`src/bali_pkg.sv`:
```
// ----------------------------------------------------------------------------
// bali_pkg
// Shared codes and field widths for the bounded array list with positional
// insert, remove and read.
// ----------------------------------------------------------------------------
package bali_pkg;

  localparam int MODE_BITS   = 2;
  localparam int POS_BITS    = 4;
  localparam int DATA_BITS   = 32;
  localparam int STATUS_BITS = 2;
  localparam int COUNT_BITS  = 5;
  localparam int CAP_BITS    = 5;

  localparam logic [CAP_BITS-1:0] CAP_RESET = 5'd16;

  typedef enum logic [MODE_BITS-1:0] {
    MODE_INSERT = 2'd0,
    MODE_REMOVE = 2'd1,
    MODE_READ   = 2'd2
  } mode_t;

  typedef enum logic [STATUS_BITS-1:0] {
    ST_OK     = 2'd0,
    ST_FULL   = 2'd1,
    ST_EMPTY  = 2'd2,
    ST_BADPOS = 2'd3
  } status_t;

endpackage

```
`src/bali_if.sv`:
```
// ----------------------------------------------------------------------------
// bali_if
// Valid/ready channels of the array list: request beats in, response beats out.
// ----------------------------------------------------------------------------
interface bali_req_if;
  logic                           valid;
  logic                           ready;
  logic [bali_pkg::MODE_BITS-1:0] mode;
  logic [bali_pkg::POS_BITS-1:0]  position;
  logic [bali_pkg::DATA_BITS-1:0] value;

  modport source (output valid, output mode, output position, output value, input ready);
  modport sink (input valid, input mode, input position, input value, output ready);
endinterface

interface bali_rsp_if;
  logic                             valid;
  logic                             ready;
  logic [bali_pkg::STATUS_BITS-1:0] status;
  logic [bali_pkg::DATA_BITS-1:0]   read_value;
  logic [bali_pkg::COUNT_BITS-1:0]  count;
  logic                             empty_flag;
  logic                             full_flag;

  modport source (output valid, output status, output read_value, output count,
                  output empty_flag, output full_flag, input ready);
  modport sink (input valid, input status, input read_value, input count,
                input empty_flag, input full_flag, output ready);
endinterface

```
`src/bounded_array_list_insert_remove.sv`:
```
// ----------------------------------------------------------------------------
// bounded_array_list_insert_remove
// Ordered list of up to DEPTH values held in one synchronous memory; insert
// and remove move the later entries one place, one entry per cycle.
// Flow: a rejected beat goes straight to the response state; a read passes
//   through S_READ first; insert and remove first shift entries in S_INS or
//   S_REM; the response then waits on rsp ready.
// Throughput: one beat at a time; the memory's single read and write port
//   moves one entry per cycle, so shifts set the rate.
// Reset: list empty, capacity 16; memory contents are not cleared.
// ----------------------------------------------------------------------------
module bounded_array_list_insert_remove #(
  parameter int DEPTH      = 16,
  parameter int VALUE_BITS = 32
) (
  input  logic                          clk,
  input  logic                          rst,
  bali_req_if.sink                      req,
  bali_rsp_if.source                    rsp,
  input  logic                          cfg_we,
  input  logic [bali_pkg::CAP_BITS-1:0] cfg_wdata
);
  import bali_pkg::*;

  localparam int AW   = $clog2(DEPTH);
  localparam int CW   = $clog2(DEPTH + 1);
  localparam int CMPW = (CW > CAP_BITS) ? CW : CAP_BITS;

  typedef enum logic [2:0] {
    S_IDLE,
    S_INS,
    S_REM,
    S_READ,
    S_DONE
  } state_t;

  state_t                state;
  logic [CW-1:0]         count;
  logic [CAP_BITS-1:0]   capacity;
  logic [MODE_BITS-1:0]  op_mode;
  status_t               op_status;
  logic [CMPW-1:0]       op_pos;
  logic [VALUE_BITS-1:0] op_val;
  logic [CW-1:0]         cur;
  logic                  pend;
  logic [AW-1:0]         pend_addr;

  logic                  out_valid;
  status_t               out_status;
  logic [DATA_BITS-1:0]  out_rdval;
  logic [COUNT_BITS-1:0] out_count;
  logic                  out_empty;
  logic                  out_full;

  logic [VALUE_BITS-1:0] mem [DEPTH];
  logic [VALUE_BITS-1:0] rd_data;
  logic                  rd_en;
  logic [AW-1:0]         rd_addr;
  logic                  wr_en;
  logic [AW-1:0]         wr_addr;
  logic [VALUE_BITS-1:0] wr_data;

  logic [CMPW-1:0]       eff_cap;
  logic [CMPW-1:0]       count_ext;
  logic [CMPW-1:0]       pos_in;
  logic [CMPW-1:0]       cur_ext;
  logic                  more_ins;
  logic                  more_rem;
  status_t               acc_status;
  logic [CW-1:0]         new_count;
  logic                  accept;
  logic                  out_load;

  assign count_ext = CMPW'(count);
  assign pos_in    = CMPW'(req.position);
  assign cur_ext   = CMPW'(cur);
  assign more_ins  = cur_ext > op_pos;
  assign more_rem  = (cur_ext + CMPW'(1)) < count_ext;
  assign accept    = req.valid && req.ready;
  assign out_load  = (state == S_DONE) && (!out_valid || rsp.ready);

  always_comb begin
    if (capacity == '0) begin
      eff_cap = CMPW'(1);
    end else if (CMPW'(capacity) > CMPW'(DEPTH)) begin
      eff_cap = CMPW'(DEPTH);
    end else begin
      eff_cap = CMPW'(capacity);
    end
  end

  // request check against the committed count
  always_comb begin
    acc_status = ST_OK;
    unique case (req.mode)
      MODE_INSERT: begin
        if (count_ext >= eff_cap) begin
          acc_status = ST_FULL;
        end else if (pos_in > count_ext) begin
          acc_status = ST_BADPOS;
        end
      end
      MODE_REMOVE, MODE_READ: begin
        if (count == '0) begin
          acc_status = ST_EMPTY;
        end else if (pos_in >= count_ext) begin
          acc_status = ST_BADPOS;
        end
      end
      default: acc_status = ST_BADPOS;
    endcase
  end

  always_comb begin
    new_count = count;
    if (op_status == ST_OK && op_mode == MODE_INSERT) begin
      new_count = CW'(count + 1'b1);
    end else if (op_status == ST_OK && op_mode == MODE_REMOVE) begin
      new_count = CW'(count - 1'b1);
    end
  end

  // memory port control: read one entry ahead, write it back one place over
  always_comb begin
    rd_en   = 1'b0;
    rd_addr = '0;
    wr_en   = 1'b0;
    wr_addr = pend_addr;
    wr_data = rd_data;
    unique case (state)
      S_INS: begin
        wr_en = pend;
        if (more_ins) begin
          rd_en   = 1'b1;
          rd_addr = AW'(cur - 1'b1);
        end else if (!pend) begin
          wr_en   = 1'b1;
          wr_addr = AW'(op_pos);
          wr_data = op_val;
        end
      end
      S_REM: begin
        wr_en = pend;
        if (more_rem) begin
          rd_en   = 1'b1;
          rd_addr = AW'(cur + 1'b1);
        end
      end
      S_READ: begin
        rd_en   = 1'b1;
        rd_addr = AW'(op_pos);
      end
      default: begin
        rd_en = 1'b0;
      end
    endcase
  end

  always_ff @(posedge clk) begin
    if (wr_en) begin
      mem[wr_addr] <= wr_data;
    end
    if (rd_en) begin
      rd_data <= mem[rd_addr];
    end
  end

  always_ff @(posedge clk) begin
    if (rst) begin
      state     <= S_IDLE;
      count     <= '0;
      capacity  <= CAP_RESET;
      out_valid <= 1'b0;
      pend      <= 1'b0;
      cur       <= '0;
    end else begin
      if (cfg_we) begin
        capacity <= cfg_wdata;
      end
      if (out_valid && rsp.ready && !out_load) begin
        out_valid <= 1'b0;
      end
      unique case (state)
        S_IDLE: begin
          if (accept) begin
            op_mode   <= req.mode;
            op_status <= acc_status;
            op_pos    <= pos_in;
            op_val    <= VALUE_BITS'(req.value);
            pend      <= 1'b0;
            if (acc_status != ST_OK) begin
              state <= S_DONE;
            end else if (req.mode == MODE_INSERT) begin
              cur   <= count;
              state <= S_INS;
            end else if (req.mode == MODE_REMOVE) begin
              cur   <= CW'(req.position);
              state <= S_REM;
            end else begin
              state <= S_READ;
            end
          end
        end
        S_INS: begin
          if (more_ins) begin
            pend      <= 1'b1;
            pend_addr <= AW'(cur);
            cur       <= CW'(cur - 1'b1);
          end else if (pend) begin
            pend <= 1'b0;
          end else begin
            state <= S_DONE;
          end
        end
        S_REM: begin
          if (more_rem) begin
            pend      <= 1'b1;
            pend_addr <= AW'(cur);
            cur       <= CW'(cur + 1'b1);
          end else if (pend) begin
            pend <= 1'b0;
          end else begin
            state <= S_DONE;
          end
        end
        S_READ: begin
          state <= S_DONE;
        end
        S_DONE: begin
          if (out_load) begin
            count      <= new_count;
            out_valid  <= 1'b1;
            out_status <= op_status;
            out_rdval  <= (op_mode == MODE_READ && op_status == ST_OK) ?
                          DATA_BITS'(rd_data) : '0;
            out_count  <= COUNT_BITS'(new_count);
            out_empty  <= (new_count == '0);
            out_full   <= (CMPW'(new_count) >= eff_cap);
            state      <= S_IDLE;
          end
        end
        default: state <= S_IDLE;
      endcase
    end
  end

  assign req.ready      = (state == S_IDLE);
  assign rsp.valid      = out_valid;
  assign rsp.status     = out_status;
  assign rsp.read_value = out_rdval;
  assign rsp.count      = out_count;
  assign rsp.empty_flag = out_empty;
  assign rsp.full_flag  = out_full;

  a_idle_no_write: assert property (@(posedge clk) disable iff (rst)
    state == S_IDLE |-> !wr_en && !pend)
    else $error("memory write while idle");

  a_accept_leaves_idle: assert property (@(posedge clk) disable iff (rst)
    accept |=> state != S_IDLE)
    else $error("accepted beat did not start work");

  a_done_loads_output: assert property (@(posedge clk) disable iff (rst)
    out_load |=> out_valid && state == S_IDLE)
    else $error("response not loaded");

  a_pend_in_shift: assert property (@(posedge clk) disable iff (rst)
    pend |-> state == S_INS || state == S_REM)
    else $error("pending write outside a shift");

  a_insert_counts: assert property (@(posedge clk) disable iff (rst)
    out_load && op_status == ST_OK && op_mode == MODE_INSERT
    |=> count == CW'($past(count) + 1'b1))
    else $error("insert did not bump the count");

endmodule

```
`src/flat_wrapper.sv`:
```
// flat-port wrapper written by rule: the top's interface ports become plain ports
module bounded_array_list_insert_remove_flat import bali_pkg::*;
#(
  parameter int DEPTH      = 16,
  parameter int VALUE_BITS = 32
)
  (clk, rst, cfg_we, cfg_wdata, req_valid, req_mode, req_position, req_value, req_ready, rsp_valid, rsp_status, rsp_read_value, rsp_count, rsp_empty_flag, rsp_full_flag, rsp_ready);
  bali_req_if req_i ();
  bali_rsp_if rsp_i ();
  input  logic clk;
  input  logic rst;
  input  logic cfg_we;
  input  logic [bali_pkg::CAP_BITS-1:0] cfg_wdata;
  input wire logic [$bits(req_i.valid)-1:0] req_valid;
  input wire logic [$bits(req_i.mode)-1:0] req_mode;
  input wire logic [$bits(req_i.position)-1:0] req_position;
  input wire logic [$bits(req_i.value)-1:0] req_value;
  output wire logic [$bits(req_i.ready)-1:0] req_ready;
  output wire logic [$bits(rsp_i.valid)-1:0] rsp_valid;
  output wire logic [$bits(rsp_i.status)-1:0] rsp_status;
  output wire logic [$bits(rsp_i.read_value)-1:0] rsp_read_value;
  output wire logic [$bits(rsp_i.count)-1:0] rsp_count;
  output wire logic [$bits(rsp_i.empty_flag)-1:0] rsp_empty_flag;
  output wire logic [$bits(rsp_i.full_flag)-1:0] rsp_full_flag;
  input wire logic [$bits(rsp_i.ready)-1:0] rsp_ready;
  assign req_i.valid = req_valid;
  assign req_i.mode = req_mode;
  assign req_i.position = req_position;
  assign req_i.value = req_value;
  assign req_ready = req_i.ready;
  assign rsp_valid = rsp_i.valid;
  assign rsp_status = rsp_i.status;
  assign rsp_read_value = rsp_i.read_value;
  assign rsp_count = rsp_i.count;
  assign rsp_empty_flag = rsp_i.empty_flag;
  assign rsp_full_flag = rsp_i.full_flag;
  assign rsp_i.ready = rsp_ready;
  bounded_array_list_insert_remove #(.DEPTH(DEPTH), .VALUE_BITS(VALUE_BITS)) u_core (.clk(clk), .rst(rst), .req(req_i), .rsp(rsp_i), .cfg_we(cfg_we), .cfg_wdata(cfg_wdata));
endmodule
```
`config.mk`:
```
export PLATFORM = sky130hd
export DESIGN_NAME = bounded_array_list_insert_remove_flat
export DESIGN_NICKNAME = d
export VERILOG_FILES = /design/src/bali_pkg.sv /design/src/bali_if.sv /design/src/bounded_array_list_insert_remove.sv /design/src/flat_wrapper.sv
export SDC_FILE = /design/constraint.sdc
export NUM_CORES = 1
export LEC_CHECK = 0
export BUFFER_PORTS_ARGS = -buffer_cell sky130_fd_sc_hd__buf_2
export CAP_MARGIN = 10
export CORE_UTILIZATION = 55
export CTS_CLUSTER_DIAMETER = 150
export DETAILED_ROUTE_END_ITERATION = 16
export GPL_TIMING_DRIVEN = 0
export PLACE_DENSITY = 0.73
export SLEW_MARGIN = 20
export SYNTH_ARGS = -nofsm -noshare
export SYNTH_HDL_FRONTEND = slang
export SYNTH_SLANG_ARGS = --single-unit
```
`constraint.sdc`:
```
create_clock -name clk -period 5.2 [get_ports clk]
set_input_delay 0.26 -clock clk [delete_from_list [all_inputs] [get_ports clk]]
set_output_delay 0.26 -clock clk [all_outputs]
set_load 0.02 [all_outputs]
```
**Yosys cells after proc, flatten, opt, wreduce, memory -nomap -nowiden**

Memory sizes are Yosys's and may differ from the RTL's. A register that Yosys moved wholly into a read port is not among the register bits.
Cells that the tools add are included.

- Register bits after elaboration: 105
- RAM bits: 512
- Bits of input ports: 48
- Output and inout bits: 43
- Logic and storage cells: 122
- Memories kept: 1

Memories:

| name | words | bits a word | read ports | clocked after Yosys merged registers in | write ports | line | RTL |
|---|---|---|---|---|---|---|---|
| u_core.mem | 16 | 32 | 1 | 1 | 1 | bounded_array_list_insert_remove.sv:55 | `logic [VALUE_BITS-1:0] mem [DEPTH];` |

- $add $sub $neg: 4
- $lt $le $gt $ge: 7
- Eq/ne operators: 16
- Muxes and demuxes: 49
- Bitwise operators: 1
- Reductions and logical operators: 28

Operators with widths:

| cell | count |
|---|---|
| $mux W32 | 3 |
| $mux W5 | 10 |
| $mux W4 | 7 |
| $mux W3 | 7 |
| $logic_not A5 Y1 | 3 |
| $pmux W3 S5 | 1 |
| $pmux W5 S3 | 1 |
| $pmux W4 S3 | 1 |
| $add A5 B1 Y5 const B | 2 |
| $ge A5 B5 Y1 | 2 |
| $mux W1 | 10 |
| $sub A5 B1 Y5 const B | 2 |
| $mux W2 | 4 |
| $ne A2 B2 Y1 const B | 4 |
| $pmux W4 S2 | 1 |
| $reduce_and A4 Y1 | 2 |
| $logic_and A1 B1 Y1 | 7 |
| $eq A3 B2 Y1 const B | 2 |
| $logic_not A2 Y1 | 3 |
| $ne A2 B1 Y1 const B | 3 |
| $pmux W1 S3 | 2 |
| $reduce_and A3 Y1 | 2 |
| $reduce_and A6 Y1 | 1 |
| $ge A4 B5 Y1 | 1 |
| 19 further kinds | 24 |

**Depth between registers and ports, before layout**

- Depth after elaboration: 10
- Depth in mapped cells: 14
- Mapped depth without buffers: 11

**Worst setup path before layout**

OpenSTA, ideal clock, no wires.

- Path kind: register to register
- Start: reg u_core.cur[0]
- End: mem u_core.mem[4][0] (enable)
- Library setup time: 421 ps
- Data arrival time: 3596 ps
- Required time: 4779 ps
- Path slack: 1183 ps
- Stages on the path, launching flop included: 11
- Buffers on the path: 2
- Clock period less this slack: 4017 ps
- Cell sequence: dfxtp_1 > clkbuf_1 > inv_1 > ha_1 > nor2b_1 > and2_1 > nor2_1 > or3_1 > clkbuf_1 > o32a_1 > nor2_1

- Longest elaborated chain between the ends: 5
- Elaborated cells between the ends (all ways): 7
- Classes of those cells: order compare (1); mux (6)

RTL lines:

| element | line | RTL |
|---|---|---|
| from (decl) | bounded_array_list_insert_remove.sv:44 | `logic [CW-1:0] cur;` |
| from (signal assigned) | bounded_array_list_insert_remove.sv:194 | `cur <= count;` |
| from (signal assigned) | bounded_array_list_insert_remove.sv:197 | `cur <= CW'(req.position);` |
| from (signal assigned) | bounded_array_list_insert_remove.sv:208 | `cur <= CW'(cur - 1'b1);` |
| $gt A5 B4 Y1 * | bounded_array_list_insert_remove.sv:77 | `assign more_ins = cur_ext > op_pos;` |
| $mux W1 | bounded_array_list_insert_remove.sv:133 | `if (more_ins) begin` |
| $pmux W1 S2 | bounded_array_list_insert_remove.sv:130 | `unique case (state)` |
| $mux W1 | bounded_array_list_insert_remove.sv:160 | `if (wr_en) begin` |
| $mux W1 (not written as such) | bounded_array_list_insert_remove.sv:161 | `mem[wr_addr] <= wr_data;` |
| to (decl) | bounded_array_list_insert_remove.sv:55 |  |

Every way passes the cells marked *; elsewhere a longest branch is shown, timed or not.

**Final worst setup path**

- Start: reg u_core.cur[0]
- End: reg u_core.rd_data[30], read port of u_core.mem, data pin

- Longest elaborated chain between the ends: 4
- Elaborated cells between the ends (all ways): 10
- Classes of those cells: add/sub (2); order compare (2); mux (6)

RTL lines:

| element | line | RTL |
|---|---|---|
| $add A5 B1 Y5 | bounded_array_list_insert_remove.sv:78 | `assign more_rem = (cur_ext + CMPW'(1)) < count_ext;` |
| $lt A5 B5 Y1 | bounded_array_list_insert_remove.sv:78 |  |
| $mux W4 or $mux W1 (tied branches) | - |  |
| $pmux W4 S3 or $pmux W1 S3 (tied branches) | bounded_array_list_insert_remove.sv:130 |  |
| to (decl) | bounded_array_list_insert_remove.sv:56 | `logic [VALUE_BITS-1:0] rd_data;` |

Several ways; a longest one is shown, not always the timed one.
A chain may end at the register's enable or synchronous reset.

==> flow_metrics.env <==
export IMPL_outcome="complete, no violations"
export IMPL_total_power_mw=11.86
export IMPL_synth_area_top_cells="edfxtp_1, nand2_1, mux2i_1"
export IMPL_crit_cells=12
export IMPL_powerDensity_mw_per_mm2=377.7
export IMPL_dr_pass1_iters=8
export IMPL_max_clock_freq_ghz=0.1993
export IMPL_vias_per_cell=6.543
export IMPL_worst_clock_skew_ns=0.02415
export IMPL_avgSynthCellArea_sq_um=14.64
export IMPL_routedWlPerCell_um=27.50
export IMPL_antenna_left=0
export IMPL_min_path_cells=2
export IMPL_arrival_ns=5.35
export IMPL_path_max_fanout=10
export IMPL_start_kind="flip-flop"
export IMPL_finalWorstPathRequiredPeriod_ns=5.019
export IMPL_nFillCells=3266
export IMPL_slew_headroom_pct=21.97
export IMPL_clk_pin_slew_ns=0.06
export IMPL_fin_ws_ns=0.1813
export IMPL_post_dp_hpwl_um=48810
export IMPL_cp_top_family="buffers and inverters"
export IMPL_grt_ovfl_total=0
export IMPL_die_h_um=223.2
export IMPL_grt_first_pass_wirelength_um=110900
export IMPL_period_share_pct=96.51
export IMPL_slowest_stage="clkbuf_1"
export IMPL_cts_root_buffer="clkbuf_16"
export IMPL_ioPinCount=91
export IMPL_syn_cell_area_sq_mm=0.02690
export IMPL_slew_viol_final=0
export IMPL_grtUsageTotal_pct=30.37
export IMPL_nets=2141
export IMPL_yosysMostFrequentCell="edfxtp_1"
export IMPL_rsz0062_at_grt="no"
export IMPL_netlist_top_cells_count="edfxtp_1, nand2_1, a211oi_1, clkbuf_1, a21boi_0"
export IMPL_synth_edf_count=629
export IMPL_cp_common_cell="clkbuf_1"
export IMPL_yosysWarnings=0
export IMPL_slowest_delay_ns=0.70
export IMPL_grt_antenna_before_repair=0
export IMPL_irDropWorstVdd_mv=0.2856
export IMPL_ys_ff_latch=649
export IMPL_critical_path_class="reg2reg"
export IMPL_fin_area_sq_mm=0.03141
export IMPL_min_path_type="in2reg"
export IMPL_setup_viol=0
export IMPL_ys_flop_type="edfxtp_1"
export IMPL_crit_buf_inv=4
export IMPL_syn_inst=1838
export IMPL_required_ns=5.53
export IMPL_hold_viol_final=0
export IMPL_grt_pass1_vias=17840
export IMPL_grt_max_degree=33
export IMPL_final_util_pct=65.51
export IMPL_drv_cap=0
export IMPL_tightest_slew_ns=1.170
export IMPL_async_reset_ff_share_pct=0
export IMPL_layout_drive_gt1_share_pct=13.99
export IMPL_die_x_um=223.2
export IMPL_yosysTopAreaCell="edfxtp_1"
export IMPL_initial_utilization_pct=56.11
export IMPL_dpl_cell_count=2564
export IMPL_ys_seq_area_share_pct=71.70
export IMPL_final_cells=2731
export IMPL_clock_sinks=649
export IMPL_synth_distinct_cells=67
export IMPL_cp_end_kind="flip-flop"
export IMPL_drc=0
export IMPL_wirelength_um=75120
export IMPL_htree_levels=3
export IMPL_leakagePower_nw=10.49
export IMPL_crit_chain="clkbuf_1 -> inv_1 -> ha_1 -> ha_1 -> a21boi_1 -> o22a_1 -> a211oi_1 -> nor2_1 -> clkbuf_1 -> clkbuf_1 -> a311oi_1 -> o32a_1"
export IMPL_num_rows=80
export IMPL_core_sq_mm=0.04795
export IMPL_drtIter0Drc=2393
export IMPL_placed_area_sq_mm=0.02880
export IMPL_insertedDiodeCount=0
export IMPL_synth_fp_nets=1916
export IMPL_setup_tns_final_ns=0
export IMPL_cts_buffers=67
export IMPL_port_buffer_count=89
export IMPL_place_ws_ns=0.1657
export IMPL_r2r_cells=12
export IMPL_globalplace_congestion=0.9053
export IMPL_vias=17870
export IMPL_tritoncts="built"
export IMPL_whs_ns=0.05409
export IMPL_syn_to_final_growth_pct=16.75
export IMPL_synth_top_area_share_pct=70.21
export IMPL_worstSkewPairLatency_ns=0.61
export IMPL_dieArea_sq_mm=0.04980
export IMPL_cts_buffer_depth=3
[logic make-up (layout without fill, tap and decap cells)]
| group | after synthesis | after routing | share of synthesized area [%] |
|---|---|---|---|
| AO/OA/AOI/OAI | 450 | 450 | 13.06 |
| XOR/XNOR | 11 | 11 | 0.3582 |
| adder cells (fa/ha/maj) | 30 | 30 | 1.395 |
| buffers and inverters | 152 | 430 | 2.609 |
| flip-flops | 649 | 649 | 71.70 |
| multiplexers | 66 | 66 | 2.479 |
| AND/OR/NAND/NOR | 480 | 480 | 8.395 |
[sequential cells by signal, indices dropped and copies added (netlist names)]
name and cells:
u_core.rsp.valid 1, u_core.op_mode 2, u_core.rsp.status 2, u_core.mem 512, u_core.rsp.count 5, u_core.rsp.read_value 32
u_core.pend_addr 4, u_core.rd_data 32, u_core.cur 5, u_core.rsp.empty_flag 1, u_core.state 3, u_core.op_pos 4
u_core.capacity 5, u_core.rsp.full_flag 1, u_core.op_status 2, u_core.op_val 32, u_core.pend 1, u_core.count 5
[where the power goes]
group	switching [mW]	leakage, nW	internal, mW
registers	0.0504	5.86	5.98
clock network	1.99	1.05	2.76
logic	0.768	3.58	0.316
[per-layer routing]
layer	track usage [%]	up-vias	part of all wire, %
met1	39.60	8852	38
met5	0	-	0
met4	13.06	0	4.4
li1	-	7676	-
met3	7.599	217	11
met2	48.64	1125	47
[final cells by class]
type	instances	area [sq um]	area share, %
clock buffers	80	1789	5.697
multi-input cells	1037	7066	22.50
inverters	22	82.58	0.2629
well taps	615	769.5	2.450
plain buffers	130	619.3	1.972
clock inverters	42	366.6	1.167
flip-flops and latches	649	19290	61.41
repair buffers	156	1426	4.541
[worst register-to-register path: cells and delay by family, from the launching register on]
kind / cells / cell delay [ns]
compound gates: 5 / 1.36
fa+ha+maj: 2 / 0.70
buf+inv: 4 / 1.83
flops: 1 / 0.40
simple gates: 1 / 0.47
[worst paths after layout]
kind | slack [ns] | from | endpoint
setup / recovery | 0.18 | u_core.cur[0] | u_core.rd_data[30]
hold / removal | 0.05 | cfg_we | u_core.capacity[4]
setup reg to reg | 0.18 | u_core.cur[0] | u_core.rd_data[30]
hold reg to reg | 0.52 | u_core.cur[0] | u_core.pend_addr[0]
[repair_timing]
item                       CTS  global route
buffers inserted             0             1
hold endpoints to repair    44             0
resized for setup            0             1
setup endpoints to repair    0             9
hold buffers                44             0
[cells in the final DEF, fill, tap and decap left out, types with 10 or more instances in the layout]
cell,Yosys,final
clkinv_1,0,25
nor4b_1,23,22
mux2i_1,61,61
and2_1,39,39
a2111oi_0,22,22
edfxtp_1,629,629
nor2_4,0,17
dfxtp_1,20,20
buf_16,0,13
o32a_1,13,13
a21oi_1,18,18
a221oi_1,23,23
a211oi_2,19,18
a311oi_1,54,54
nor2_1,47,30
o21ai_0,40,40
o211ai_1,14,14
buf_4,10,11
a21boi_1,13,13
dlygate4sd3_1,0,44
a21boi_0,64,64
nand2_1,273,273
ha_1,30,30
a22o_1,22,22
buf_2,27,116
a211o_1,10,10
a31oi_1,25,25
clkbuf_1,81,91
and3_1,30,29
inv_1,22,22
nand3_1,21,21
a211oi_1,81,81
clkbuf_16,0,70
(Power assumes the default switching activity.)
